--- config.mk ---
export PLATFORM = sky130hd
export DESIGN_NAME = demand_paging_mmu_clock
export DESIGN_NICKNAME = d
export VERILOG_FILES = /design/src/rtl/dpm_pkg.sv /design/src/rtl/dpm_ctrl.sv /design/src/rtl/dpm_dp.sv /design/src/rtl/demand_paging_mmu_clock.sv
export VERILOG_INCLUDE_DIRS = /design/src /design/src/rtl
export SDC_FILE = /design/constraint.sdc
export NUM_CORES = 2
export LEC_CHECK = 0
export ABC_CLOCK_PERIOD_IN_PS = 18100
export BUFFER_PORTS_ARGS = -buffer_cell sky130_fd_sc_hd__clkbuf_2
export CORE_MARGIN = 2
export CORE_UTILIZATION = 62
export CTS_CLUSTER_DIAMETER = 60
export DETAILED_ROUTE_END_ITERATION = 6
export PLACE_DENSITY = 0.75
export SLEW_MARGIN = 20
export SYNTH_ARGS = -nofsm -noshare
export SYNTH_HDL_FRONTEND = slang
export SYNTH_SLANG_ARGS = --single-unit
--- constraint.sdc ---
create_clock -name aclk -period 18.1 [get_ports aclk]
set_input_delay 0.905 -clock aclk [delete_from_list [all_inputs] [get_ports aclk]]
set_output_delay 0.905 -clock aclk [all_outputs]
set_load 0.02 [all_outputs]
--- src/rtl/demand_paging_mmu_clock_macros.svh ---
// Assertion macros of the paging MMU RTL.
`ifndef DEMAND_PAGING_MMU_CLOCK_MACROS_SVH
`define DEMAND_PAGING_MMU_CLOCK_MACROS_SVH

// Same-cycle implication, disabled while reset is low.
`define DPM_ASSERT_IMP(lbl, clk, rstn, ante, cons) \
    lbl: assert property (@(posedge clk) disable iff (!(rstn)) (ante) |-> (cons)) \
        else $error("dpm assertion failed");

// Next-cycle implication, disabled while reset is low.
`define DPM_ASSERT_NXT(lbl, clk, rstn, ante, cons) \
    lbl: assert property (@(posedge clk) disable iff (!(rstn)) (ante) |=> (cons)) \
        else $error("dpm assertion failed");

`endif

--- src/rtl/dpm_pkg.sv ---
// Shared types and constants of the paging MMU.
`timescale 1ns / 1ps
`default_nettype none
package dpm_pkg;

    localparam int DPM_FRAMES        = 64;
    localparam int DPM_SWAP_PAGES    = 64;
    localparam int DPM_SYSTEM_FRAMES = 8;
    localparam int DPM_TABLE_ENTRIES = 256;

    localparam int VA_W      = 16;
    localparam int PAGE_BITS = 10;
    localparam int FIELD_W   = 6;
    localparam int PTE_W     = 16;
    localparam int BASE_W    = 8;
    localparam int APB_ADDR_W = 3;
    localparam int APB_DATA_W = 32;

    // entry flag positions
    localparam int BIT_DEF   = 15;
    localparam int BIT_DIRTY = 14;
    localparam int BIT_REF   = 13;
    localparam int BIT_PAGED = 12;

    // register index (paddr bit 2)
    localparam logic REG_IDX_TABLE_BASE = 1'b0;

    typedef enum logic [1:0] {
        KIND_XLATE = 2'd0,
        KIND_SWOUT = 2'd1,
        KIND_SWIN  = 2'd2,
        KIND_ZERO  = 2'd3
    } kind_t;

    typedef enum logic [2:0] {
        WR_NONE,
        WR_CLR,
        WR_REFCLR,
        WR_VICTIM,
        WR_VZERO,
        WR_FIN
    } wr_sel_t;

    typedef enum logic [3:0] {
        S_CLEAR,
        S_IDLE,
        S_RD,
        S_LOOK,
        S_CHK,
        S_FSCAN,
        S_HRD,
        S_HCHK,
        S_SSCAN,
        S_EMIT_OUT,
        S_EMIT_IN,
        S_FIN,
        S_EMIT_T
    } state_t;

    typedef struct packed {
        logic    clr_inc;
        logic    load;
        logic    rd_main;
        logic    rd_hand;
        logic    latch_entry;
        logic    miss_init;
        logic    fscan_inc;
        logic    fscan_take;
        logic    hand_adv;
        logic    victim;
        logic    sscan_inc;
        logic    swap_take;
        logic    swap_none;
        logic    emit;
        kind_t   emit_kind;
        logic    swap_rel;
        logic    fin;
        wr_sel_t wr_sel;
    } dp_cmd_t;

    typedef struct packed {
        logic clr_last;
        logic ent_def;
        logic ent_paged;
        logic fscan_skip;
        logic frame_free;
        logic fscan_last;
        logic rd_def;
        logic rd_ref;
        logic steps_last;
        logic swap_free;
        logic sscan_last;
        logic out_free;
    } dp_sts_t;

endpackage
`default_nettype wire

--- src/rtl/dpm_ctrl.sv ---
// Controller state machine of the paging MMU.
`timescale 1ns / 1ps
`default_nettype none
module dpm_ctrl
    import dpm_pkg::*;
(
    input  wire logic    aclk,
    input  wire logic    aresetn,
    input  wire logic    s_valid,
    output logic         s_ready,
    input  wire dp_sts_t sts,
    output dp_cmd_t      cmd
);

    state_t state_reg, state_next;

    // state register
    always_ff @(posedge aclk) begin
        if (!aresetn) begin
            state_reg <= S_CLEAR;
        end else begin
            state_reg <= state_next;
        end
    end

    // next state
    always_comb begin
        state_next = state_reg;
        case (state_reg)
            S_CLEAR: begin
                if (sts.clr_last) state_next = S_IDLE;
            end
            S_IDLE: begin
                if (s_valid) state_next = S_RD;
            end
            S_RD:   state_next = S_LOOK;
            S_LOOK: state_next = S_CHK;
            S_CHK: begin
                if (sts.ent_def)         state_next = S_FIN;
                else if (sts.fscan_skip) state_next = S_HRD;
                else                     state_next = S_FSCAN;
            end
            S_FSCAN: begin
                if (sts.frame_free)      state_next = S_EMIT_IN;
                else if (sts.fscan_last) state_next = S_HRD;
            end
            S_HRD: state_next = S_HCHK;
            S_HCHK: begin
                if (sts.rd_def && !sts.rd_ref) state_next = S_SSCAN;
                else if (sts.steps_last)       state_next = S_EMIT_IN;
                else                           state_next = S_HRD;
            end
            S_SSCAN: begin
                if (sts.swap_free)       state_next = S_EMIT_OUT;
                else if (sts.sscan_last) state_next = S_EMIT_IN;
            end
            S_EMIT_OUT: begin
                if (sts.out_free) state_next = S_EMIT_IN;
            end
            S_EMIT_IN: begin
                if (sts.out_free) state_next = S_FIN;
            end
            S_FIN: state_next = S_EMIT_T;
            S_EMIT_T: begin
                if (sts.out_free) state_next = S_IDLE;
            end
            default: state_next = S_IDLE;
        endcase
    end

    // command outputs
    always_comb begin
        cmd = '0;
        cmd.emit_kind = KIND_XLATE;
        cmd.wr_sel = WR_NONE;
        s_ready = 1'b0;
        case (state_reg)
            S_CLEAR: begin
                cmd.clr_inc = 1'b1;
                cmd.wr_sel  = WR_CLR;
            end
            S_IDLE: begin
                s_ready  = 1'b1;
                cmd.load = s_valid;
            end
            S_RD:   cmd.rd_main = 1'b1;
            S_LOOK: cmd.latch_entry = 1'b1;
            S_CHK: begin
                cmd.miss_init = !sts.ent_def;
            end
            S_FSCAN: begin
                if (sts.frame_free) cmd.fscan_take = 1'b1;
                else                cmd.fscan_inc  = !sts.fscan_last;
            end
            S_HRD: cmd.rd_hand = 1'b1;
            S_HCHK: begin
                if (sts.rd_def && !sts.rd_ref) begin
                    cmd.victim = 1'b1;
                end else begin
                    cmd.hand_adv = 1'b1;
                    if (sts.rd_def) cmd.wr_sel = WR_REFCLR;
                end
            end
            S_SSCAN: begin
                if (sts.swap_free) begin
                    cmd.swap_take = 1'b1;
                    cmd.wr_sel    = WR_VICTIM;
                end else if (sts.sscan_last) begin
                    cmd.swap_none = 1'b1;
                    cmd.wr_sel    = WR_VZERO;
                end else begin
                    cmd.sscan_inc = 1'b1;
                end
            end
            S_EMIT_OUT: begin
                cmd.emit      = sts.out_free;
                cmd.emit_kind = KIND_SWOUT;
            end
            S_EMIT_IN: begin
                cmd.emit      = sts.out_free;
                cmd.emit_kind = sts.ent_paged ? KIND_SWIN : KIND_ZERO;
                cmd.swap_rel  = sts.out_free && sts.ent_paged;
            end
            S_FIN: begin
                cmd.fin    = 1'b1;
                cmd.wr_sel = WR_FIN;
            end
            S_EMIT_T: begin
                cmd.emit      = sts.out_free;
                cmd.emit_kind = KIND_XLATE;
            end
            default: ;
        endcase
    end

endmodule
`default_nettype wire

--- src/rtl/dpm_dp.sv ---
// Datapath of the paging MMU: page-table memory, bitmaps, hand and result register.
`timescale 1ns / 1ps
`default_nettype none
`include "demand_paging_mmu_clock_macros.svh"
module dpm_dp
    import dpm_pkg::*;
#(
    parameter int FRAMES        = DPM_FRAMES,
    parameter int SWAP_PAGES    = DPM_SWAP_PAGES,
    parameter int SYSTEM_FRAMES = DPM_SYSTEM_FRAMES,
    parameter int TABLE_ENTRIES = DPM_TABLE_ENTRIES
) (
    input  wire logic              aclk,
    input  wire logic              aresetn,
    input  wire dp_cmd_t           cmd,
    output dp_sts_t                sts,
    input  wire logic [BASE_W-1:0] table_base,
    input  wire logic [VA_W-1:0]   s_virt_addr,
    input  wire logic              s_is_write,
    output logic                   m_valid,
    input  wire logic              m_ready,
    output logic [1:0]             m_kind,
    output logic [FIELD_W-1:0]     m_frame_num,
    output logic [FIELD_W-1:0]     m_swap_page,
    output logic [VA_W-1:0]        m_phys_addr,
    output logic                   m_swap_full,
    output logic                   m_last
);

    localparam int TW = $clog2(TABLE_ENTRIES);
    localparam int FW = $clog2(FRAMES);
    localparam int SW = (SWAP_PAGES > 1) ? $clog2(SWAP_PAGES) : 1;
    localparam int ST = $clog2(2 * TABLE_ENTRIES + 1);
    localparam int SUM_W = 11;
    localparam int MAX_SUM = (1 << (VA_W - PAGE_BITS)) - 1 + (1 << BASE_W) - 1;
    localparam int WRAP_STEPS = MAX_SUM / TABLE_ENTRIES + 1;

    // page-table memory
    logic [PTE_W-1:0] pt_mem [TABLE_ENTRIES];
    logic [PTE_W-1:0] rdata_reg;

    // bitmaps and counters
    logic [FRAMES-1:0]     frame_used_reg;
    logic [SWAP_PAGES-1:0] swap_used_reg;
    logic [TW-1:0]         clr_idx_reg;
    logic [TW-1:0]         hand_reg;
    logic [ST-1:0]         steps_reg;
    logic [FW-1:0]         fscan_reg;
    logic [SW-1:0]         sscan_reg;
    logic                  m_valid_reg;

    // per-access payload registers
    logic [TW-1:0]        addr_reg;
    logic [PAGE_BITS-1:0] offset_reg;
    logic                 is_write_reg;
    logic [PTE_W-1:0]     entry_reg;
    logic [PTE_W-1:0]     victim_reg;
    logic [FIELD_W-1:0]   frame_reg;
    logic [FIELD_W-1:0]   swout_reg;
    logic                 full_reg;
    logic [1:0]           m_kind_reg;
    logic [FIELD_W-1:0]   m_frame_reg;
    logic [FIELD_W-1:0]   m_swap_reg;
    logic [VA_W-1:0]      m_phys_reg;
    logic                 m_full_reg;
    logic                 m_last_reg;

    logic [SUM_W-1:0]   wrap_sum;
    logic [PTE_W-1:0]   fin_entry;
    logic [PTE_W-1:0]   wr_data;
    logic [TW-1:0]      wr_addr;
    logic [TW-1:0]      rd_addr;
    logic               wr_en;
    logic [FIELD_W-1:0] swin_page;
    logic               out_free;

    // table index: page plus base, wrapped into the region
    always_comb begin
        wrap_sum = SUM_W'(s_virt_addr[VA_W-1:PAGE_BITS]) + SUM_W'(table_base);
        for (int i = 0; i < WRAP_STEPS; i++) begin
            if (wrap_sum >= SUM_W'(TABLE_ENTRIES)) wrap_sum = wrap_sum - SUM_W'(TABLE_ENTRIES);
        end
    end

    // final entry of the accessed page
    always_comb begin
        if (entry_reg[BIT_DEF]) begin
            fin_entry = entry_reg;
            fin_entry[BIT_DIRTY] = entry_reg[BIT_DIRTY] | is_write_reg;
        end else begin
            fin_entry = {1'b1, 1'b1, entry_reg[BIT_REF], 1'b0, 6'b0, frame_reg};
        end
    end

    // memory write selection
    always_comb begin
        wr_en   = 1'b1;
        wr_addr = hand_reg;
        wr_data = '0;
        case (cmd.wr_sel)
            WR_CLR:    wr_addr = clr_idx_reg;
            WR_REFCLR: begin
                wr_data = rdata_reg;
                wr_data[BIT_REF] = 1'b0;
            end
            WR_VICTIM: wr_data = {1'b0, 1'b0, victim_reg[BIT_REF], 1'b1, 6'b0,
                                  FIELD_W'(sscan_reg)};
            WR_VZERO:  wr_data = '0;
            WR_FIN: begin
                wr_addr = addr_reg;
                wr_data = fin_entry;
            end
            default:   wr_en = 1'b0;
        endcase
    end

    assign rd_addr   = cmd.rd_hand ? hand_reg : addr_reg;
    assign swin_page = entry_reg[FIELD_W-1:0];
    assign out_free  = !m_valid_reg || m_ready;

    // page-table memory port
    always_ff @(posedge aclk) begin
        if (wr_en) pt_mem[wr_addr] <= wr_data;
        if (cmd.rd_main || cmd.rd_hand) rdata_reg <= pt_mem[rd_addr];
    end

    // control state: bitmaps, hand, counters, output valid
    always_ff @(posedge aclk) begin
        if (!aresetn) begin
            frame_used_reg <= '0;
            swap_used_reg  <= '0;
            clr_idx_reg    <= '0;
            hand_reg       <= '0;
            steps_reg      <= '0;
            fscan_reg      <= '0;
            sscan_reg      <= '0;
            m_valid_reg    <= 1'b0;
        end else begin
            if (cmd.clr_inc) clr_idx_reg <= clr_idx_reg + 1'b1;
            if (cmd.miss_init) begin
                fscan_reg <= FW'(SYSTEM_FRAMES);
                steps_reg <= '0;
            end
            if (cmd.fscan_inc)  fscan_reg <= fscan_reg + 1'b1;
            if (cmd.fscan_take) frame_used_reg[fscan_reg] <= 1'b1;
            if (cmd.hand_adv) begin
                hand_reg  <= (hand_reg == TW'(TABLE_ENTRIES - 1)) ? '0 : hand_reg + 1'b1;
                steps_reg <= steps_reg + 1'b1;
            end
            if (cmd.victim)    sscan_reg <= '0;
            if (cmd.sscan_inc) sscan_reg <= sscan_reg + 1'b1;
            if (cmd.swap_take) swap_used_reg[sscan_reg] <= 1'b1;
            if (cmd.swap_rel && (32'(swin_page) < SWAP_PAGES)) begin
                swap_used_reg[swin_page[SW-1:0]] <= 1'b0;
            end
            if (cmd.emit)         m_valid_reg <= 1'b1;
            else if (m_ready)     m_valid_reg <= 1'b0;
        end
    end

    // payload registers
    always_ff @(posedge aclk) begin
        if (cmd.load) begin
            addr_reg     <= wrap_sum[TW-1:0];
            offset_reg   <= s_virt_addr[PAGE_BITS-1:0];
            is_write_reg <= s_is_write;
            full_reg     <= 1'b0;
        end
        if (cmd.latch_entry) entry_reg <= rdata_reg;
        if (cmd.miss_init)   frame_reg <= FIELD_W'(SYSTEM_FRAMES);
        if (cmd.fscan_take)  frame_reg <= FIELD_W'(fscan_reg);
        if (cmd.victim) begin
            victim_reg <= rdata_reg;
            frame_reg  <= rdata_reg[FIELD_W-1:0];
        end
        if (cmd.swap_take) swout_reg <= FIELD_W'(sscan_reg);
        if (cmd.swap_none) full_reg  <= 1'b1;
        if (cmd.fin)       frame_reg <= fin_entry[FIELD_W-1:0];
        // result register
        if (cmd.emit) begin
            m_kind_reg  <= cmd.emit_kind;
            m_frame_reg <= frame_reg;
            m_full_reg  <= full_reg;
            m_last_reg  <= (cmd.emit_kind == KIND_XLATE);
            m_phys_reg  <= (cmd.emit_kind == KIND_XLATE) ? {frame_reg, offset_reg} : '0;
            case (cmd.emit_kind)
                KIND_SWOUT: m_swap_reg <= swout_reg;
                KIND_SWIN:  m_swap_reg <= swin_page;
                default:    m_swap_reg <= '0;
            endcase
        end
    end

    // status to the controller
    always_comb begin
        sts.clr_last   = (clr_idx_reg == TW'(TABLE_ENTRIES - 1));
        sts.ent_def    = entry_reg[BIT_DEF];
        sts.ent_paged  = entry_reg[BIT_PAGED];
        sts.fscan_skip = (SYSTEM_FRAMES >= FRAMES);
        sts.frame_free = !frame_used_reg[fscan_reg];
        sts.fscan_last = (fscan_reg == FW'(FRAMES - 1));
        sts.rd_def     = rdata_reg[BIT_DEF];
        sts.rd_ref     = rdata_reg[BIT_REF];
        sts.steps_last = (steps_reg == ST'(2 * TABLE_ENTRIES));
        sts.swap_free  = !swap_used_reg[sscan_reg];
        sts.sscan_last = (sscan_reg == SW'(SWAP_PAGES - 1));
        sts.out_free   = out_free;
    end

    assign m_valid     = m_valid_reg;
    assign m_kind      = m_kind_reg;
    assign m_frame_num = m_frame_reg;
    assign m_swap_page = m_swap_reg;
    assign m_phys_addr = m_phys_reg;
    assign m_swap_full = m_full_reg;
    assign m_last      = m_last_reg;

    // checks
    `DPM_ASSERT_IMP(a_emit_free, aclk, aresetn, cmd.emit, out_free)
    `DPM_ASSERT_IMP(a_last_xlate, aclk, aresetn, m_valid_reg && m_last_reg,
                    m_kind_reg == KIND_XLATE)
    `DPM_ASSERT_IMP(a_take_free, aclk, aresetn, cmd.fscan_take, !frame_used_reg[fscan_reg])

endmodule
`default_nettype wire

--- src/rtl/demand_paging_mmu_clock.sv ---
// Top level of the demand-paging MMU with clock replacement.
//
//  Channel   Direction  Handshake          Carries
//  s_        in         s_valid/s_ready    virt_addr, is_write
//  m_        out        m_valid/m_ready    kind, frame_num, swap_page, phys_addr,
//                                          swap_full, last
//  APB       in         psel/penable       table_base at byte address 0
//
// After reset the page table is swept to zero with s_ready low.
// A hit passes through the read, look-up, check, finish and emit states before
// the translation result is valid; the next access is taken only back in idle.
// A miss with a free frame scans the frame bitmap, up to FRAMES - SYSTEM_FRAMES
// bits; an eviction steps the hand (memory read then check), up to
// 2*TABLE_ENTRIES+1 steps, then scans the swap bitmap.
// Each command ahead of the translation result has its own emit state; a full output
// register holds the controller in its emit state until m_ready.
// The last result may wait in the output register while the next access is taken.
`timescale 1ns / 1ps
`default_nettype none
module demand_paging_mmu_clock
    import dpm_pkg::*;
#(
    parameter int FRAMES        = DPM_FRAMES,
    parameter int SWAP_PAGES    = DPM_SWAP_PAGES,
    parameter int SYSTEM_FRAMES = DPM_SYSTEM_FRAMES,
    parameter int TABLE_ENTRIES = DPM_TABLE_ENTRIES
) (
    input  wire logic                  aclk,
    input  wire logic                  aresetn,
    input  wire logic                  psel,
    input  wire logic                  penable,
    input  wire logic                  pwrite,
    input  wire logic [APB_ADDR_W-1:0] paddr,
    input  wire logic [APB_DATA_W-1:0] pwdata,
    output logic [APB_DATA_W-1:0]      prdata,
    output logic                       pready,
    input  wire logic                  s_valid,
    output logic                       s_ready,
    input  wire logic [VA_W-1:0]       s_virt_addr,
    input  wire logic                  s_is_write,
    output logic                       m_valid,
    input  wire logic                  m_ready,
    output logic [1:0]                 m_kind,
    output logic [FIELD_W-1:0]         m_frame_num,
    output logic [FIELD_W-1:0]         m_swap_page,
    output logic [VA_W-1:0]            m_phys_addr,
    output logic                       m_swap_full,
    output logic                       m_last
);

    logic [BASE_W-1:0] table_base_reg;
    dp_cmd_t cmd;
    dp_sts_t sts;

    // configuration register
    always_ff @(posedge aclk) begin
        if (!aresetn) begin
            table_base_reg <= '0;
        end else if (psel && penable && pwrite && (paddr[2] == REG_IDX_TABLE_BASE)) begin
            table_base_reg <= pwdata[BASE_W-1:0];
        end
    end

    assign pready = 1'b1;
    assign prdata = (paddr[2] == REG_IDX_TABLE_BASE) ? APB_DATA_W'(table_base_reg) : '0;

    dpm_ctrl u_ctrl (
        .aclk    (aclk),
        .aresetn (aresetn),
        .s_valid (s_valid),
        .s_ready (s_ready),
        .sts     (sts),
        .cmd     (cmd)
    );

    dpm_dp #(
        .FRAMES        (FRAMES),
        .SWAP_PAGES    (SWAP_PAGES),
        .SYSTEM_FRAMES (SYSTEM_FRAMES),
        .TABLE_ENTRIES (TABLE_ENTRIES)
    ) u_dp (
        .aclk        (aclk),
        .aresetn     (aresetn),
        .cmd         (cmd),
        .sts         (sts),
        .table_base  (table_base_reg),
        .s_virt_addr (s_virt_addr),
        .s_is_write  (s_is_write),
        .m_valid     (m_valid),
        .m_ready     (m_ready),
        .m_kind      (m_kind),
        .m_frame_num (m_frame_num),
        .m_swap_page (m_swap_page),
        .m_phys_addr (m_phys_addr),
        .m_swap_full (m_swap_full),
        .m_last      (m_last)
    );

endmodule
`default_nettype wire

==> results.cfg <==
[run_status]
outcome = finished with violations
violations = design-rule violations

[worst_setup_path]
crit_type = flip-flop to flip-flop
cp-startpoint = u_ctrl.state_reg[0]
crit_path_start_kind = flip-flop
worstSetupEndpointType = flip-flop
arrival_ns = 8.31
regToRegStartpoint = u_ctrl.state_reg[0]
worstPathRequired_ns = 18.70
cp_max_fo = 49

[power]
seqPwrFrac = 0.489
max-vdd-ir-drop_uv = 232
p_leak_nw = 35.5
combPwrFrac = 0.145
pwr-share-clk = 0.367
switching_share = 0.277
p_per_area_mw_per_mm2 = 120
power.switching_mw = 3.75
p_int_mw = 9.78

[floorplan]
rows = 149
dieArea_sq_mm = 0.169
initial_core_util = 0.624
fp.dieW_um = 411
core_area_sq_mm = 0.165
die_h_um = 411
io_pins = 126

[routing]
drc = 28
vias = 66200
wire_per_inst_um = 31.3
viasPerCell = 6.94
drt-initial-drc-count = 11400
drt-total-wl_mm = 299
first_pass_iters = 7
ant_nets = 0

[yosys]
ys.flop_type = edfxtp_1
synth_area_sq_mm = 0.103
ys.warnings.count = 0
synth_edf_count = 2385
synthArstFlopShare = 0
syn_avg_cell_area_sq_um = 14.4
netlist_instances = 7132
ys_seq_elements = 2565
yosysSeqAreaShare = 0.732
yosysUniqueCellTypes = 82

[layout]
layout.nets = 7207
fin_util = 0.685
drive_gt1_frac = 0.111
mostFrequentLayoutCell = edfxtp_1
largest_register_ffs = 2304
n_fill_cell = 10800
area_delta_synth_final_pct = 9.81
mostFrequentLayoutCells = 2385 x edfxtp_1, 1240 x nand2_1, 463 x nor2_1

[clocking]
clk_latency_ns = 0.91
cts.path.max_buffers = 3
clock-sinks = 2565
cts_root_buffer = clkbuf_16
numCtsBuffers = 240
cts_setup_buffers = 0
holdBufCountCts = 0
cts_tree = done
post_cts_resized = 0
clk_pin_slew_ns = 0.06
h-tree-depth = 4

[flow_run]
cap_violations = 0

[timing]
slew_headroom = 0.129
report.final.hold_viol_count = 0
finalCritPeriodShare = 0.426
drv_slew = 0
setup_tns_ns = 0
finalSetupViolCount = 0
fin_skew_ns = 0.0457
rsz0062_at_grt = false
period_minus_slack_ns = 7.70
fmax_mhz = 130
tightest_slew_ns = 1.30

[place]
hpwl_mm = 173
gp_congestion = 0.939
io_buffers = 73

[grt]
grt_max_degree = 210
grt_pass1_wl_mm = 426
first_global_vias = 61900
grt_use_total = 0.350
gr-total-overflow = 0
antenna_found_initial = 14

[worst_hold_path]
worstHoldStart = s_virt_addr[4]
min_path_type = input pin to flip-flop
==> area by class of cell <==
type,instances,area [sq um],area share
clock inverter,150,1420,0.0126
timing repair buffer,218,1590,0.0141
inverter,21,78.8,0.000698
sequential,2565,75200,0.666
tap,2189,2740,0.0243
clock buffer,297,6280,0.0556
multi-input combinational,4086,25500,0.226
antenna,13,32.5,0.000288
==> layer usage <==
layer	track usage	routed length (um)	vias up	share of wire
met5	0	179	-	0.00060
met4	0.201	20000	22	0.067
met2	0.514	132000	5458	0.44
li1	-	-	27100	-
met3	0.101	43300	1092	0.15
met1	0.472	103000	32500	0.35
==> power by group through the flow <==
| stage | sequential, mW | combinational (mW) | clock, mW |
|---|---|---|---|
| detailed placement | 6.74 | 1.84 | 0 |
| CTS | 6.61 | 1.86 | 4.96 |
| floorplan | 6.73 | 1.08 | 0 |
| finish | 6.61 | 1.96 | 4.96 |
| global placement | 6.73 | 1.81 | 0 |
| global route | 6.62 | 1.98 | 5.18 |
==> cells by family after synthesis <==
| group | count (synthesis) | share of synthesized area |
|---|---|---|
| simple gates | 2454 | 0.104 |
| xor+xnor | 24 | 0.00204 |
| flops | 2565 | 0.732 |
| compound gates | 1055 | 0.0659 |
| mux | 512 | 0.0692 |
| fa+ha+maj | 16 | 0.00202 |
| buf+inv | 504 | 0.0253 |
| other cells | 2 | 0.0000730 |
==> synth_stat cells, types with 25 or more instances <==
master / instances / area share
clkbuf_1: 193 / 0.0070
nand3_1: 296 / 0.014
and2_1: 27 / 0.0016
and3_1: 33 / 0.0020
buf_2: 140 / 0.0068
o21a_1: 60 / 0.0044
nor2_1: 481 / 0.018
buf_4: 90 / 0.0066
a22oi_1: 49 / 0.0036
mux2i_1: 335 / 0.033
dfxtp_1: 180 / 0.035
o22ai_1: 105 / 0.0064
nand4_1: 110 / 0.0067
a31oi_1: 157 / 0.0096
buf_1: 34 / 0.0012
nand2_1: 1246 / 0.045
nand2b_1: 25 / 0.0015
mux4_2: 154 / 0.034
a32oi_1: 47 / 0.0040
o21ai_0: 120 / 0.0058
edfxtp_1: 2385 / 0.70
o221ai_1: 47 / 0.0040
nor4_1: 71 / 0.0043
nor3_1: 65 / 0.0032
a21oi_1: 318 / 0.015
nor2b_1: 30 / 0.0018
==> path summary, 6_finish.rpt <==
kind	slack [ns]	to	cells after the start
max	10.40	u_dp.rdata_reg[1]	13
min reg2reg	0.46	u_dp.m_swap_full	0
min	0.21	u_dp.offset_reg[4]	1
max reg2reg	10.40	u_dp.rdata_reg[1]	13
==> metrics by stage <==
step                      total power, mW  std cells  setup slack [ns]  area, sq um  hold slack (ns)
after floorplan                      7.81       7155             11.58       103000            0.406
after global placement               8.54       9079             10.79       105000            0.421
after detailed placement             8.58       9079             10.71       105000            0.415
after CTS                            13.4       9526             10.70       113000            0.160
after global routing                 13.8       9526             10.43       113000            0.183
final                                13.5       9539             10.40       113000            0.207
==> critical path, stage by stage, from the launching register on <==
cell and delay (ns):
dfxtp_1 0.82, nand4bb_2 0.28, buf_4 0.45, mux2_8 0.51
buf_4 0.72, buf_4 0.70, buf_4 0.64, buf_4 0.68
mux4_2 0.44, a21o_1 0.20, a32oi_1 0.37, o2111ai_1 0.34
a211oi_1 0.96, nor4_1 0.10
(Power assumes the default switching activity.)
